File: config.mk
export PLATFORM = sky130hd
export DESIGN_NAME = quadrature_encoder_tracker
export DESIGN_NICKNAME = d
export VERILOG_FILES = /design/src/rtl/qet_pkg.sv /design/src/rtl/qet_track.sv /design/src/rtl/qet_div.sv /design/src/rtl/quadrature_encoder_tracker.sv
export VERILOG_INCLUDE_DIRS = /design/src /design/src/rtl
export SDC_FILE = /design/constraint.sdc
export NUM_CORES = 2
export LEC_CHECK = 0
export BUFFER_PORTS_ARGS = -buffer_cell sky130_fd_sc_hd__buf_2
export CORE_UTILIZATION = 40
export DETAILED_ROUTE_END_ITERATION = 8
export PLACE_DENSITY = 0.63
export SYNTH_ARGS = -nofsm -noshare
export SYNTH_HDL_FRONTEND = slang
export SYNTH_SLANG_ARGS = --single-unit
File: constraint.sdc
create_clock -name clock -period 8.2 [get_ports clock]
set_input_delay 0.41 -clock clock [delete_from_list [all_inputs] [get_ports clock]]
set_output_delay 0.41 -clock clock [all_outputs]
set_load 0.005 [all_outputs]
File: src/rtl/quadrature_encoder_tracker_defines.svh
// ----------------------------------------------------------------------------
// Quadrature encoder tracker assertion macros
// Shared property forms for the checks at the end of the top level.
// ----------------------------------------------------------------------------
`ifndef QUADRATURE_ENCODER_TRACKER_DEFINES_SVH
`define QUADRATURE_ENCODER_TRACKER_DEFINES_SVH

// Same-cycle implication, disabled during reset.
`define QET_ASSERT_NOW(label, clk, rst, ante, cons) \
   label: assert property (@(posedge clk) disable iff (rst) (ante) |-> (cons)) \
      else $error("quadrature encoder tracker check failed");

// Next-cycle implication, disabled during reset.
`define QET_ASSERT_NEXT(label, clk, rst, ante, cons) \
   label: assert property (@(posedge clk) disable iff (rst) (ante) |=> (cons)) \
      else $error("quadrature encoder tracker check failed");

`endif

File: src/rtl/qet_pkg.sv
// ----------------------------------------------------------------------------
// Quadrature encoder tracker package
// Types, codes and widths shared by the tracker modules.
// ----------------------------------------------------------------------------
package qet_pkg;

   localparam int QET_TIME_BITS  = 32;
   localparam int QET_TIME_W     = 32;
   localparam int QET_CNT_W      = 16;
   localparam int QET_NUM_W      = 48;
   localparam int QET_DIVISOR_W  = 34;
   localparam int QET_STEP_W     = $clog2(QET_NUM_W + 1);
   localparam int QET_SPEED_W    = 48;
   localparam int QET_MAG_W      = 47;

   localparam logic [QET_CNT_W-1:0]   QET_CPR_RESET   = 16'd512;
   localparam logic [QET_TIME_W-1:0]  QET_CLOCK_RESET = 32'd36000000;
   localparam logic [QET_MAG_W-1:0]   QET_SPEED_MAX   = {QET_MAG_W{1'b1}};

   typedef enum logic [1:0] {
      OP_CAP_A,
      OP_CAP_B,
      OP_WRAP,
      OP_QUERY
   } op_type;

   typedef enum logic [1:0] {
      CSR_COUNTS_PER_REV,
      CSR_POSITION_OFFSET,
      CSR_CAPTURE_PRESCALER,
      CSR_CLOCK_HZ
   } csr_index_type;

   typedef enum logic [2:0] {
      ST_IDLE,
      ST_EXEC,
      ST_MUL,
      ST_CHK,
      ST_DIVP,
      ST_DIVB,
      ST_DONE
   } state_type;

   typedef struct packed {
      logic                  strobe;
      op_type                op;
      logic [QET_TIME_W-1:0] cap;
      logic [QET_CNT_W-1:0]  cnt;
   } event_type;

   typedef struct packed {
      logic [QET_TIME_W-1:0] time_a;
      logic [QET_TIME_W-1:0] time_b;
      logic [QET_TIME_W-1:0] period;
      logic [QET_CNT_W-1:0]  count_now;
      logic [31:0]           revolutions;
      logic                  dir_neg;
   } track_type;

   typedef struct packed {
      logic busy;
      logic done;
   } div_status_type;

endpackage

File: src/rtl/qet_track.sv
// ----------------------------------------------------------------------------
// Quadrature encoder tracking state
// Holds timestamps, period, counter values, revolutions and direction.
// ----------------------------------------------------------------------------
module qet_track
   import qet_pkg::*;
#(
   parameter int TIME_BITS = QET_TIME_BITS
) (
   input  logic                 clock,
   input  logic                 reset,
   input  logic                 clear,
   input  logic [QET_CNT_W-1:0] counts_per_rev,
   input  event_type            evt,
   output track_type            trk
);

   logic [TIME_BITS-1:0] time_a_ff, time_a_in;
   logic [TIME_BITS-1:0] time_b_ff, time_b_in;
   logic [TIME_BITS-1:0] period_ff, period_in;
   logic [QET_CNT_W-1:0] count_now_ff, count_now_in;
   logic [QET_CNT_W-1:0] count_prev_ff, count_prev_in;
   logic [31:0]          revs_ff, revs_in;
   logic                 dir_neg_ff, dir_neg_in;

   logic [TIME_BITS-1:0]        cap;
   logic [TIME_BITS-1:0]        old_time;
   logic signed [QET_CNT_W:0]   step;
   logic signed [QET_CNT_W:0]   wrap;
   logic                        big;

   assign cap      = evt.cap[TIME_BITS-1:0];
   assign old_time = (evt.op == OP_CAP_A) ? time_a_ff : time_b_ff;
   assign step     = $signed({1'b0, evt.cnt}) - $signed({1'b0, count_now_ff});
   assign wrap     = $signed({1'b0, counts_per_rev}) - 17'sd1;
   assign big      = counts_per_rev >= 16'd3;

   always_comb begin
      time_a_in     = time_a_ff;
      time_b_in     = time_b_ff;
      period_in     = period_ff;
      count_now_in  = count_now_ff;
      count_prev_in = count_prev_ff;
      revs_in       = revs_ff;
      dir_neg_in    = dir_neg_ff;
      if (clear) begin
         time_a_in     = '0;
         time_b_in     = '0;
         count_now_in  = '0;
         count_prev_in = '0;
         revs_in       = '1;
      end else if (evt.strobe) begin
         case (evt.op)
            OP_CAP_A, OP_CAP_B: begin
               if (evt.op == OP_CAP_A) begin
                  time_a_in = cap;
               end else begin
                  time_b_in = cap;
               end
               period_in     = cap - old_time;
               count_prev_in = count_now_ff;
               count_now_in  = evt.cnt;
               if (step == -17'sd1 || (big && step == wrap)) begin
                  dir_neg_in = 1'b1;
               end else if (step == 17'sd1 || (big && step == -wrap)) begin
                  dir_neg_in = 1'b0;
               end
            end
            OP_WRAP: begin
               count_now_in = evt.cnt;
               if (evt.cnt == '0) begin
                  revs_in = revs_ff + 32'd1;
               end else if ($signed({1'b0, evt.cnt}) == wrap) begin
                  revs_in = revs_ff - 32'd1;
               end
            end
            default: begin
            end
         endcase
      end
   end

   always_ff @(posedge clock) begin
      if (reset) begin
         time_a_ff     <= '0;
         time_b_ff     <= '0;
         period_ff     <= '0;
         count_now_ff  <= '0;
         count_prev_ff <= '0;
         revs_ff       <= '1;
         dir_neg_ff    <= 1'b0;
      end else begin
         time_a_ff     <= time_a_in;
         time_b_ff     <= time_b_in;
         period_ff     <= period_in;
         count_now_ff  <= count_now_in;
         count_prev_ff <= count_prev_in;
         revs_ff       <= revs_in;
         dir_neg_ff    <= dir_neg_in;
      end
   end

   assign trk.time_a      = QET_TIME_W'(time_a_ff);
   assign trk.time_b      = QET_TIME_W'(time_b_ff);
   assign trk.period      = QET_TIME_W'(period_ff);
   assign trk.count_now   = count_now_ff;
   assign trk.revolutions = revs_ff;
   assign trk.dir_neg     = dir_neg_ff;

endmodule

File: src/rtl/qet_div.sv
// ----------------------------------------------------------------------------
// Quadrature encoder tracker divider
// Shared restoring divider, one quotient bit per cycle.
// ----------------------------------------------------------------------------
module qet_div
   import qet_pkg::*;
(
   input  logic                     clock,
   input  logic                     reset,
   input  logic                     start,
   input  logic [QET_NUM_W-1:0]     dividend,
   input  logic [QET_DIVISOR_W-1:0] divisor,
   output logic [QET_NUM_W-1:0]     quotient,
   output div_status_type           status
);

   logic [QET_NUM_W-1:0]     quo_ff, quo_in;
   logic [QET_DIVISOR_W:0]   rem_ff, rem_in;
   logic [QET_DIVISOR_W-1:0] dsr_ff, dsr_in;
   logic [QET_STEP_W-1:0]    steps_ff, steps_in;
   logic                     busy_ff, busy_in;
   logic                     done_ff, done_in;

   logic [QET_DIVISOR_W:0]   rem_sh;
   logic [QET_DIVISOR_W+1:0] diff;
   logic                     fits;

   assign rem_sh = {rem_ff[QET_DIVISOR_W-1:0], quo_ff[QET_NUM_W-1]};
   assign diff   = {1'b0, rem_sh} - {2'b00, dsr_ff};
   assign fits   = !diff[QET_DIVISOR_W+1];

   always_comb begin
      quo_in   = quo_ff;
      rem_in   = rem_ff;
      dsr_in   = dsr_ff;
      steps_in = steps_ff;
      busy_in  = busy_ff;
      done_in  = 1'b0;
      if (start) begin
         quo_in   = dividend;
         rem_in   = '0;
         dsr_in   = divisor;
         steps_in = QET_STEP_W'(QET_NUM_W);
         busy_in  = 1'b1;
      end else if (busy_ff) begin
         quo_in   = {quo_ff[QET_NUM_W-2:0], fits};
         rem_in   = fits ? diff[QET_DIVISOR_W:0] : rem_sh;
         steps_in = steps_ff - QET_STEP_W'(1);
         if (steps_ff == QET_STEP_W'(1)) begin
            busy_in = 1'b0;
            done_in = 1'b1;
         end
      end
   end

   always_ff @(posedge clock) begin
      if (reset) begin
         steps_ff <= '0;
         busy_ff  <= 1'b0;
         done_ff  <= 1'b0;
      end else begin
         steps_ff <= steps_in;
         busy_ff  <= busy_in;
         done_ff  <= done_in;
      end
   end

   always_ff @(posedge clock) begin
      quo_ff <= quo_in;
      rem_ff <= rem_in;
      dsr_ff <= dsr_in;
   end

   assign quotient    = quo_ff;
   assign status.busy = busy_ff;
   assign status.done = done_ff;

endmodule

File: src/rtl/quadrature_encoder_tracker.sv
// ----------------------------------------------------------------------------
// Quadrature encoder tracker
// Position and speed tracking from encoder capture, wrap and query items.
// ----------------------------------------------------------------------------
// The req channel carries one event item: a capture on channel A or B, a
// counter wrap, or a query. Every item yields exactly one rsp item with the
// position, the last edge period, the direction and, for a query, the
// bounded period and a signed Q31.16 speed in revolutions per second.
// Both channels are valid/ready; csr writes land without wait.
// A capture or wrap item passes the EXEC, MUL and DONE states up to the
// result register. A query also passes CHK, DIVP and DIVB, which use the
// shared one-bit-per-cycle divider twice: clock by period, then by the
// count base. When the period or the base is zero, the divider is skipped.
// One item is in work at a time; req_ready is high while the sequencer idles.
// The result sits in an output register, so a new item is accepted while
// the previous result waits; a stalled receiver holds a finished item in
// the sequencer until the register is free. Reset restores the register
// defaults and the tracking state, and empties the output register.
// ----------------------------------------------------------------------------
`include "quadrature_encoder_tracker_defines.svh"

module quadrature_encoder_tracker
   import qet_pkg::*;
#(
   parameter int TIME_BITS = QET_TIME_BITS
) (
   input  logic                      clock,
   input  logic                      reset,
   input  logic                      req_valid,
   output logic                      req_ready,
   input  logic [1:0]                req_opcode,
   input  logic [31:0]               req_capture_time,
   input  logic [15:0]               req_count_value,
   input  logic [31:0]               req_now_time,
   output logic                      rsp_valid,
   input  logic                      rsp_ready,
   output logic signed [31:0]        rsp_position,
   output logic [31:0]               rsp_edge_period,
   output logic [31:0]               rsp_bounded_period,
   output logic signed [1:0]         rsp_direction,
   output logic signed [QET_SPEED_W-1:0] rsp_speed_q16,
   input  logic                      csr_we,
   input  logic [1:0]                csr_index,
   input  logic [31:0]               csr_wdata
);

   state_type state_ff, state_in;

   logic [QET_CNT_W-1:0]  cpr_ff;
   logic [31:0]           offset_ff;
   logic [QET_CNT_W-1:0]  presc_ff;
   logic [QET_TIME_W-1:0] clock_hz_ff;

   op_type               op_ff;
   logic [TIME_BITS-1:0] cap_ff;
   logic [QET_CNT_W-1:0] cnt_ff;
   logic [TIME_BITS-1:0] now_ff;

   logic [31:0]              prod_ff;
   logic [QET_DIVISOR_W-1:0] base_ff;
   logic [QET_TIME_W-1:0]    bounded_ff;
   logic [QET_TIME_W-1:0]    per_ff;
   logic [QET_MAG_W-1:0]     mag_ff;

   logic                       rsp_valid_ff;
   logic signed [31:0]         rsp_position_ff;
   logic [31:0]                rsp_edge_period_ff;
   logic [31:0]                rsp_bounded_period_ff;
   logic signed [1:0]          rsp_direction_ff;
   logic signed [QET_SPEED_W-1:0] rsp_speed_ff;

   logic                     req_accept;
   logic                     cfg_clear;
   logic                     rsp_load;
   logic                     div_start;
   logic                     speed_zero;
   event_type                evt;
   track_type                trk;
   div_status_type           div_st;
   logic [QET_NUM_W-1:0]     div_dividend;
   logic [QET_DIVISOR_W-1:0] div_divisor;
   logic [QET_NUM_W-1:0]     div_quotient;
   logic [QET_TIME_W-1:0]    older;
   logic [TIME_BITS-1:0]     bounded_now;
   logic [QET_TIME_W-1:0]    bounded_ext;
   logic [QET_MAG_W-1:0]     quo_sat;
   logic [QET_SPEED_W-1:0]   speed_signed;
   logic                     is_query;

   assign req_accept = req_valid && req_ready;
   assign cfg_clear  = csr_we && (csr_index == CSR_COUNTS_PER_REV);
   assign is_query   = (op_ff == OP_QUERY);
   assign speed_zero = (per_ff == '0) || (base_ff == '0);

   always_ff @(posedge clock) begin
      if (reset) begin
         cpr_ff      <= QET_CPR_RESET;
         offset_ff   <= '0;
         presc_ff    <= '0;
         clock_hz_ff <= QET_CLOCK_RESET;
      end else if (csr_we) begin
         case (csr_index)
            CSR_COUNTS_PER_REV:    cpr_ff      <= csr_wdata[QET_CNT_W-1:0];
            CSR_POSITION_OFFSET:   offset_ff   <= csr_wdata;
            CSR_CAPTURE_PRESCALER: presc_ff    <= csr_wdata[QET_CNT_W-1:0];
            CSR_CLOCK_HZ:          clock_hz_ff <= csr_wdata;
            default: begin
            end
         endcase
      end
   end

   always_ff @(posedge clock) begin
      if (req_accept) begin
         op_ff  <= op_type'(req_opcode);
         cap_ff <= req_capture_time[TIME_BITS-1:0];
         cnt_ff <= req_count_value;
         now_ff <= req_now_time[TIME_BITS-1:0];
      end
   end

   assign evt.strobe = (state_ff == ST_EXEC);
   assign evt.op     = op_ff;
   assign evt.cap    = QET_TIME_W'(cap_ff);
   assign evt.cnt    = cnt_ff;

   qet_track #(
      .TIME_BITS (TIME_BITS)
   ) u_track (
      .clock          (clock),
      .reset          (reset),
      .clear          (cfg_clear),
      .counts_per_rev (cpr_ff),
      .evt            (evt),
      .trk            (trk)
   );

   assign older       = (trk.time_b > trk.time_a) ? trk.time_a : trk.time_b;
   assign bounded_now = now_ff - older[TIME_BITS-1:0];
   assign bounded_ext = QET_TIME_W'(bounded_now);

   always_ff @(posedge clock) begin
      if (state_ff == ST_MUL) begin
         prod_ff    <= 32'(trk.revolutions * cpr_ff);
         base_ff    <= {(QET_DIVISOR_W-1)'(cpr_ff) *
                        (QET_DIVISOR_W-1)'({1'b0, presc_ff} + 17'd1), 1'b0};
         bounded_ff <= bounded_ext;
         per_ff     <= (trk.period > bounded_ext) ? trk.period : bounded_ext;
      end
   end

   assign div_dividend = (state_ff == ST_CHK) ? {clock_hz_ff, 16'h0000} : div_quotient;
   assign div_divisor  = (state_ff == ST_CHK) ? QET_DIVISOR_W'(per_ff) : base_ff;

   qet_div u_div (
      .clock    (clock),
      .reset    (reset),
      .start    (div_start),
      .dividend (div_dividend),
      .divisor  (div_divisor),
      .quotient (div_quotient),
      .status   (div_st)
   );

   assign quo_sat = (div_quotient > QET_NUM_W'(QET_SPEED_MAX)) ? QET_SPEED_MAX
                                                               : div_quotient[QET_MAG_W-1:0];

   always_ff @(posedge clock) begin
      if (state_ff == ST_CHK && speed_zero) begin
         mag_ff <= QET_SPEED_MAX;
      end else if (state_ff == ST_DIVB && div_st.done) begin
         mag_ff <= quo_sat;
      end
   end

   always_comb begin
      state_in  = state_ff;
      req_ready = 1'b0;
      div_start = 1'b0;
      rsp_load  = 1'b0;
      case (state_ff)
         ST_IDLE: begin
            req_ready = 1'b1;
            if (req_valid) begin
               state_in = ST_EXEC;
            end
         end
         ST_EXEC: begin
            state_in = ST_MUL;
         end
         ST_MUL: begin
            state_in = is_query ? ST_CHK : ST_DONE;
         end
         ST_CHK: begin
            if (speed_zero) begin
               state_in = ST_DONE;
            end else begin
               div_start = 1'b1;
               state_in  = ST_DIVP;
            end
         end
         ST_DIVP: begin
            if (div_st.done) begin
               div_start = 1'b1;
               state_in  = ST_DIVB;
            end
         end
         ST_DIVB: begin
            if (div_st.done) begin
               state_in = ST_DONE;
            end
         end
         ST_DONE: begin
            if (!rsp_valid_ff || rsp_ready) begin
               rsp_load = 1'b1;
               state_in = ST_IDLE;
            end
         end
         default: begin
            state_in = ST_IDLE;
         end
      endcase
   end

   always_ff @(posedge clock) begin
      if (reset) begin
         state_ff <= ST_IDLE;
      end else begin
         state_ff <= state_in;
      end
   end

   assign speed_signed = trk.dir_neg ? (QET_SPEED_W'(0) - {1'b0, mag_ff}) : {1'b0, mag_ff};

   always_ff @(posedge clock) begin
      if (reset) begin
         rsp_valid_ff <= 1'b0;
      end else if (rsp_load) begin
         rsp_valid_ff <= 1'b1;
      end else if (rsp_ready) begin
         rsp_valid_ff <= 1'b0;
      end
   end

   always_ff @(posedge clock) begin
      if (rsp_load) begin
         rsp_position_ff       <= 32'(trk.count_now) + prod_ff + offset_ff;
         rsp_edge_period_ff    <= trk.period;
         rsp_bounded_period_ff <= is_query ? bounded_ff : '0;
         rsp_direction_ff      <= trk.dir_neg ? 2'sb11 : 2'sb01;
         rsp_speed_ff          <= is_query ? speed_signed : '0;
      end
   end

   assign rsp_valid          = rsp_valid_ff;
   assign rsp_position       = rsp_position_ff;
   assign rsp_edge_period    = rsp_edge_period_ff;
   assign rsp_bounded_period = rsp_bounded_period_ff;
   assign rsp_direction      = rsp_direction_ff;
   assign rsp_speed_q16      = rsp_speed_ff;

   `QET_ASSERT_NEXT(a_accept_to_exec, clock, reset, req_accept, state_ff == ST_EXEC)
   `QET_ASSERT_NOW(a_div_only_in_div_states, clock, reset, div_st.busy,
                   state_ff == ST_DIVP || state_ff == ST_DIVB)
   `QET_ASSERT_NEXT(a_load_sets_valid, clock, reset, rsp_load,
                    rsp_valid_ff && state_ff == ST_IDLE)

endmodule
==> load_flow_metrics.sql <==
INSERT INTO impl_metrics (metric_group, metric, value, unit) VALUES
('logic_synthesis', 'async_reset_ff_frac', '0', ''),
('critical_path', 'cp-end-kind', 'register', ''),
('sta', 'report.final.setup_viol', '0', ''),
('logic_synthesis', 'yosysWarningCount', '0', ''),
('sta', 'timing.final.crit_share', '0.9464', ''),
('sta', 'finalHoldWorstSlack', '92.02', 'ps'),
('logic_synthesis', 'yosys.cell_types.count', '83', ''),
('global_routing', 'grt_antenna_before_repair', '7', ''),
('cells_and_area', 'post_route_insts_no_fill', '8842', ''),
('critical_path', 'slowest_delay', '500', 'ps'),
('global_routing', 'grt_total_usage', '0.2093', ''),
('logic_synthesis', 'post_synth_fa_ha_maj_area_fraction', '0.2655', ''),
('power', 'pwr-share-clk', '0.294', ''),
('logic_synthesis', 'yosys_register_bits', '772', ''),
('placed_design', 'dpl_cell_area', '64060', 'µm²'),
('power', 'power_density', '209.4', 'nW/µm²'),
('cells_and_area', 'finalInstanceArea', '68290', 'µm²'),
('detailed_routing', 'via_count', '46130', ''),
('global_routing', 'maximum_number_of_pins_on_one_net_before_global_route_repair', '84', ''),
('logic_synthesis', 'seq_area_frac_synth', '0.3283', ''),
('detailed_routing', 'drc', '0', ''),
('cells_and_area', 'final_layout_size_suffix_gt1_frac', '0.09220', ''),
('clocking', 'clock_tree.buffer_depth', '3', ''),
('logic_synthesis', 'combinational_family_with_the_most_area_after_synthesis', 'adder cells', ''),
('logic_synthesis', 'postSynthNetCount', '7560', ''),
('power', 'sequentialPowerShare', '0.339', ''),
('floorplan', 'die_area', '152600', 'µm²'),
('sta', 'drv_slew', '0', ''),
('clocking', 'tritoncts', 'yes', ''),
('detailed_routing', 'routed_via_density', '5.217', ''),
('placed_design', 'instance_count_after_placement_with_tap_cells_included', '8565', ''),
('floorplan', 'die_y', '390.7', 'µm'),
('flow_run', 'timing.max_cap.violations', '0', ''),
('hold_path', 'worst_hold_path_type', 'in2reg', ''),
('detailed_routing', 'drt-pass1-iter-count', '6', ''),
('cells_and_area', 'num-nets-final', '7830', ''),
('critical_path', 'critical_path.most_common_cell', 'sky130_fd_sc_hd__a21oi_1', ''),
('placed_design', 'detailed_place_hpwl', '119700', 'µm'),
('logic_synthesis', 'syn-cell-area', '60430', 'µm²'),
('detailed_routing', 'finalWirelength', '158700', 'µm'),
('sta', 'max-slew-margin-rel', '0.09330', ''),
('critical_path', 'critPathSlowestCell', 'sky130_fd_sc_hd__a2111oi_0', ''),
('power', 'leakage', '29.22', 'nW'),
('sta', 'timing.final.crit_period', '7760', 'ps'),
('clocking', 'cts.sinks', '772', ''),
('logic_synthesis', 'post_synth_xor_area_fraction', '0.05000', ''),
('power', 'power.switching', '0.005045', 'W'),
('global_routing', 'gr-total-overflow', '0', ''),
('clocking', 'worst_skew_pair.late_latency', '720', 'ps'),
('floorplan', 'core.rowCount', '142', ''),
('sta', 'tightest_slew', '1348', 'ps'),
('placed_design', 'place.port_buffers', '267', ''),
('detailed_routing', 'route.antenna.remaining_nets', '0', ''),
('floorplan', 'coreArea', '150000', 'µm²'),
('critical_path', 'critical_path_arrival', '8200', 'ps'),
('clocking', 'cts.root.buffer_cell', 'sky130_fd_sc_hd__clkbuf_16', ''),
('critical_path', 'path_class', 'reg2reg', ''),
('detailed_routing', 'routedWlPerCell', '17.95', 'µm'),
('floorplan', 'die_w', '390.7', 'µm'),
('logic_synthesis', 'yosys.area_share.simple', '0.1654', ''),
('floorplan', 'pin_count', '269', ''),
('placed_design', 'gp_congestion', '0.9222', ''),
('power', 'comb_power_share', '0.367', ''),
('detailed_routing', 'drt_iter0_markers', '3066', ''),
('cells_and_area', 'area_delta_synth_final', '13.00', '%'),
('floorplan', 'initial_utilization', '0.4030', ''),
('global_routing', 'first_global_vias', '46480', ''),
('logic_synthesis', 'number_of_standard_cells_after_synthesis', '6477', ''),
('status', 'outcome', 'completed', ''),
('clocking', 'worst_setup_hold_path_clk_slew', '60', 'ps'),
('logic_synthesis', 'synth_top_flop_cell', 'sky130_fd_sc_hd__edfxtp_1', '');
-- registers in the layout (all words and copies together), names as in the netlist, 32 cells and up --
signal / flops
mag_ff: 47
offset_ff: 32
rsp_bounded_period: 32
u_track.time_a_ff: 32
u_track.time_b_ff: 32
u_div.quotient: 48
clock_hz_ff: 32
rsp_speed_q16: 48
u_track.revs_ff: 32
rsp_position: 32
u_div.rem_ff: 34
per_ff: 32
prod_ff: 32
u_track.period_ff: 32
bounded_ff: 32
rsp_edge_period: 32
u_div.dsr_ff: 34
now_ff: 32
base_ff: 33
cap_ff: 32
-- placed cells by master, fill, tap and decap left out, types with 115 or more instances in the layout --
cell	n
sky130_fd_sc_hd__nand2_1	1144
sky130_fd_sc_hd__inv_1	732
sky130_fd_sc_hd__fa_1	534
sky130_fd_sc_hd__edfxtp_1	438
sky130_fd_sc_hd__ha_1	428
sky130_fd_sc_hd__a21oi_1	427
sky130_fd_sc_hd__dfxtp_1	325
sky130_fd_sc_hd__nor2_1	284
sky130_fd_sc_hd__buf_2	266
sky130_fd_sc_hd__o21ai_0	255
sky130_fd_sc_hd__and2_1	207
sky130_fd_sc_hd__xnor2_1	196
sky130_fd_sc_hd__xor2_1	146
sky130_fd_sc_hd__buf_4	115
-- worst max-delay path, delay by kind of cell, from the launching register on --
kind	cells	cell delay (ps)
compound gates	18	4350
mux	2	440
flops	1	370
fa+ha+maj	3	940
buf+inv	5	710
xor+xnor	1	190
simple gates	2	450
-- layer usage --
| layer | part of all wire | vias up | track usage |
|---|---|---|---|
| li1 | - | 22010 | - |
| met4 | 0.034 | 4 | 0.07715 |
| met1 | 0.43 | 22730 | 0.2748 |
| met3 | 0.051 | 262 | 0.02662 |
| met2 | 0.48 | 1123 | 0.3518 |
| met5 | 0.00010 | - | 0 |
-- path summary, 6_finish.rpt --
check | start | to | slack, ps | cells after the start
max | u_track.time_a_ff[25] | per_ff[16] | 440 | 31
max reg2reg | u_track.time_a_ff[25] | per_ff[16] | 440 | 31
min reg2reg | clock_hz_ff[22] | clock_hz_ff[22] | 450 | 2
min | csr_wdata[8] | offset_ff[8] | 90 | 3
-- synthesized netlist by cell type, types with 92 or more instances --
cell type	count	share of area
sky130_fd_sc_hd__nor2_1	290	0.018
sky130_fd_sc_hd__and2_1	209	0.022
sky130_fd_sc_hd__clkbuf_1	274	0.017
sky130_fd_sc_hd__xnor2_1	199	0.029
sky130_fd_sc_hd__o21ai_0	258	0.021
sky130_fd_sc_hd__fa_1	534	0.18
sky130_fd_sc_hd__a21o_1	92	0.011
sky130_fd_sc_hd__inv_1	733	0.046
sky130_fd_sc_hd__dfxtp_1	334	0.11
sky130_fd_sc_hd__nor3_1	113	0.0094
sky130_fd_sc_hd__edfxtp_1	438	0.22
sky130_fd_sc_hd__nand2_1	1145	0.071
sky130_fd_sc_hd__xor2_1	146	0.021
sky130_fd_sc_hd__ha_1	428	0.089
sky130_fd_sc_hd__a21oi_1	428	0.035
-- cell families (layout without fill, tap and decap cells) --
kind of cell    count (synthesis)  in the layout
flops                         772            772
xor+xnor                      345            345
buf+inv                      1035           1378
compound gates               1058           1060
simple gates                 2183           2183
mux                           121            121
fa+ha+maj                     962            962
other cells                     1              5
-- through the flow --
stage	util	setup WS (ps)	total power (W)	TNS, ps
floorplan	-	771.4	0.008704	0
global placement	0.4272	444.8	0.009974	0
detailed placement	0.4272	288.3	0.01006	0
CTS	0.4544	193.9	0.01434	0
global route	0.4554	-7.765	0.01523	-14.50
finish	0.4554	439.7	0.01430	0
-- power groups by stage --
| stage | logic [W] | clock network (W) | registers (W) |
|---|---|---|---|
| 2_1_floorplan | 0.00391 | 0 | 0.00480 |
| 3_3_place_gp | 0.00505 | 0 | 0.00492 |
| 3_5_place_dp | 0.00514 | 0 | 0.00492 |
| 4_1_cts | 0.00522 | 0.00429 | 0.00484 |
| 5_1_grt | 0.00592 | 0.00444 | 0.00487 |
| 6_report | 0.00525 | 0.00420 | 0.00484 |
-- layout make-up --
type | instances | area (µm²)
diodes | 4 | 10.01
well taps | 2016 | 2522
clock buffers | 106 | 2288
fillers | 14380 | 81660
multi-input cells | 4672 | 36860
repair buffers | 481 | 3206
flip-flops and latches | 772 | 19850
inverters | 733 | 2751
clock inverters | 58 | 805.8
-- what timing repair did --
action | CTS | global route
setup buffers | 0 | 8
endpoints found under the setup margin | 0 | 34
hold endpoints to repair | 108 | 0
hold buffers | 99 | 0
gates resized for setup | 0 | 10
(Power assumes the default switching activity.)
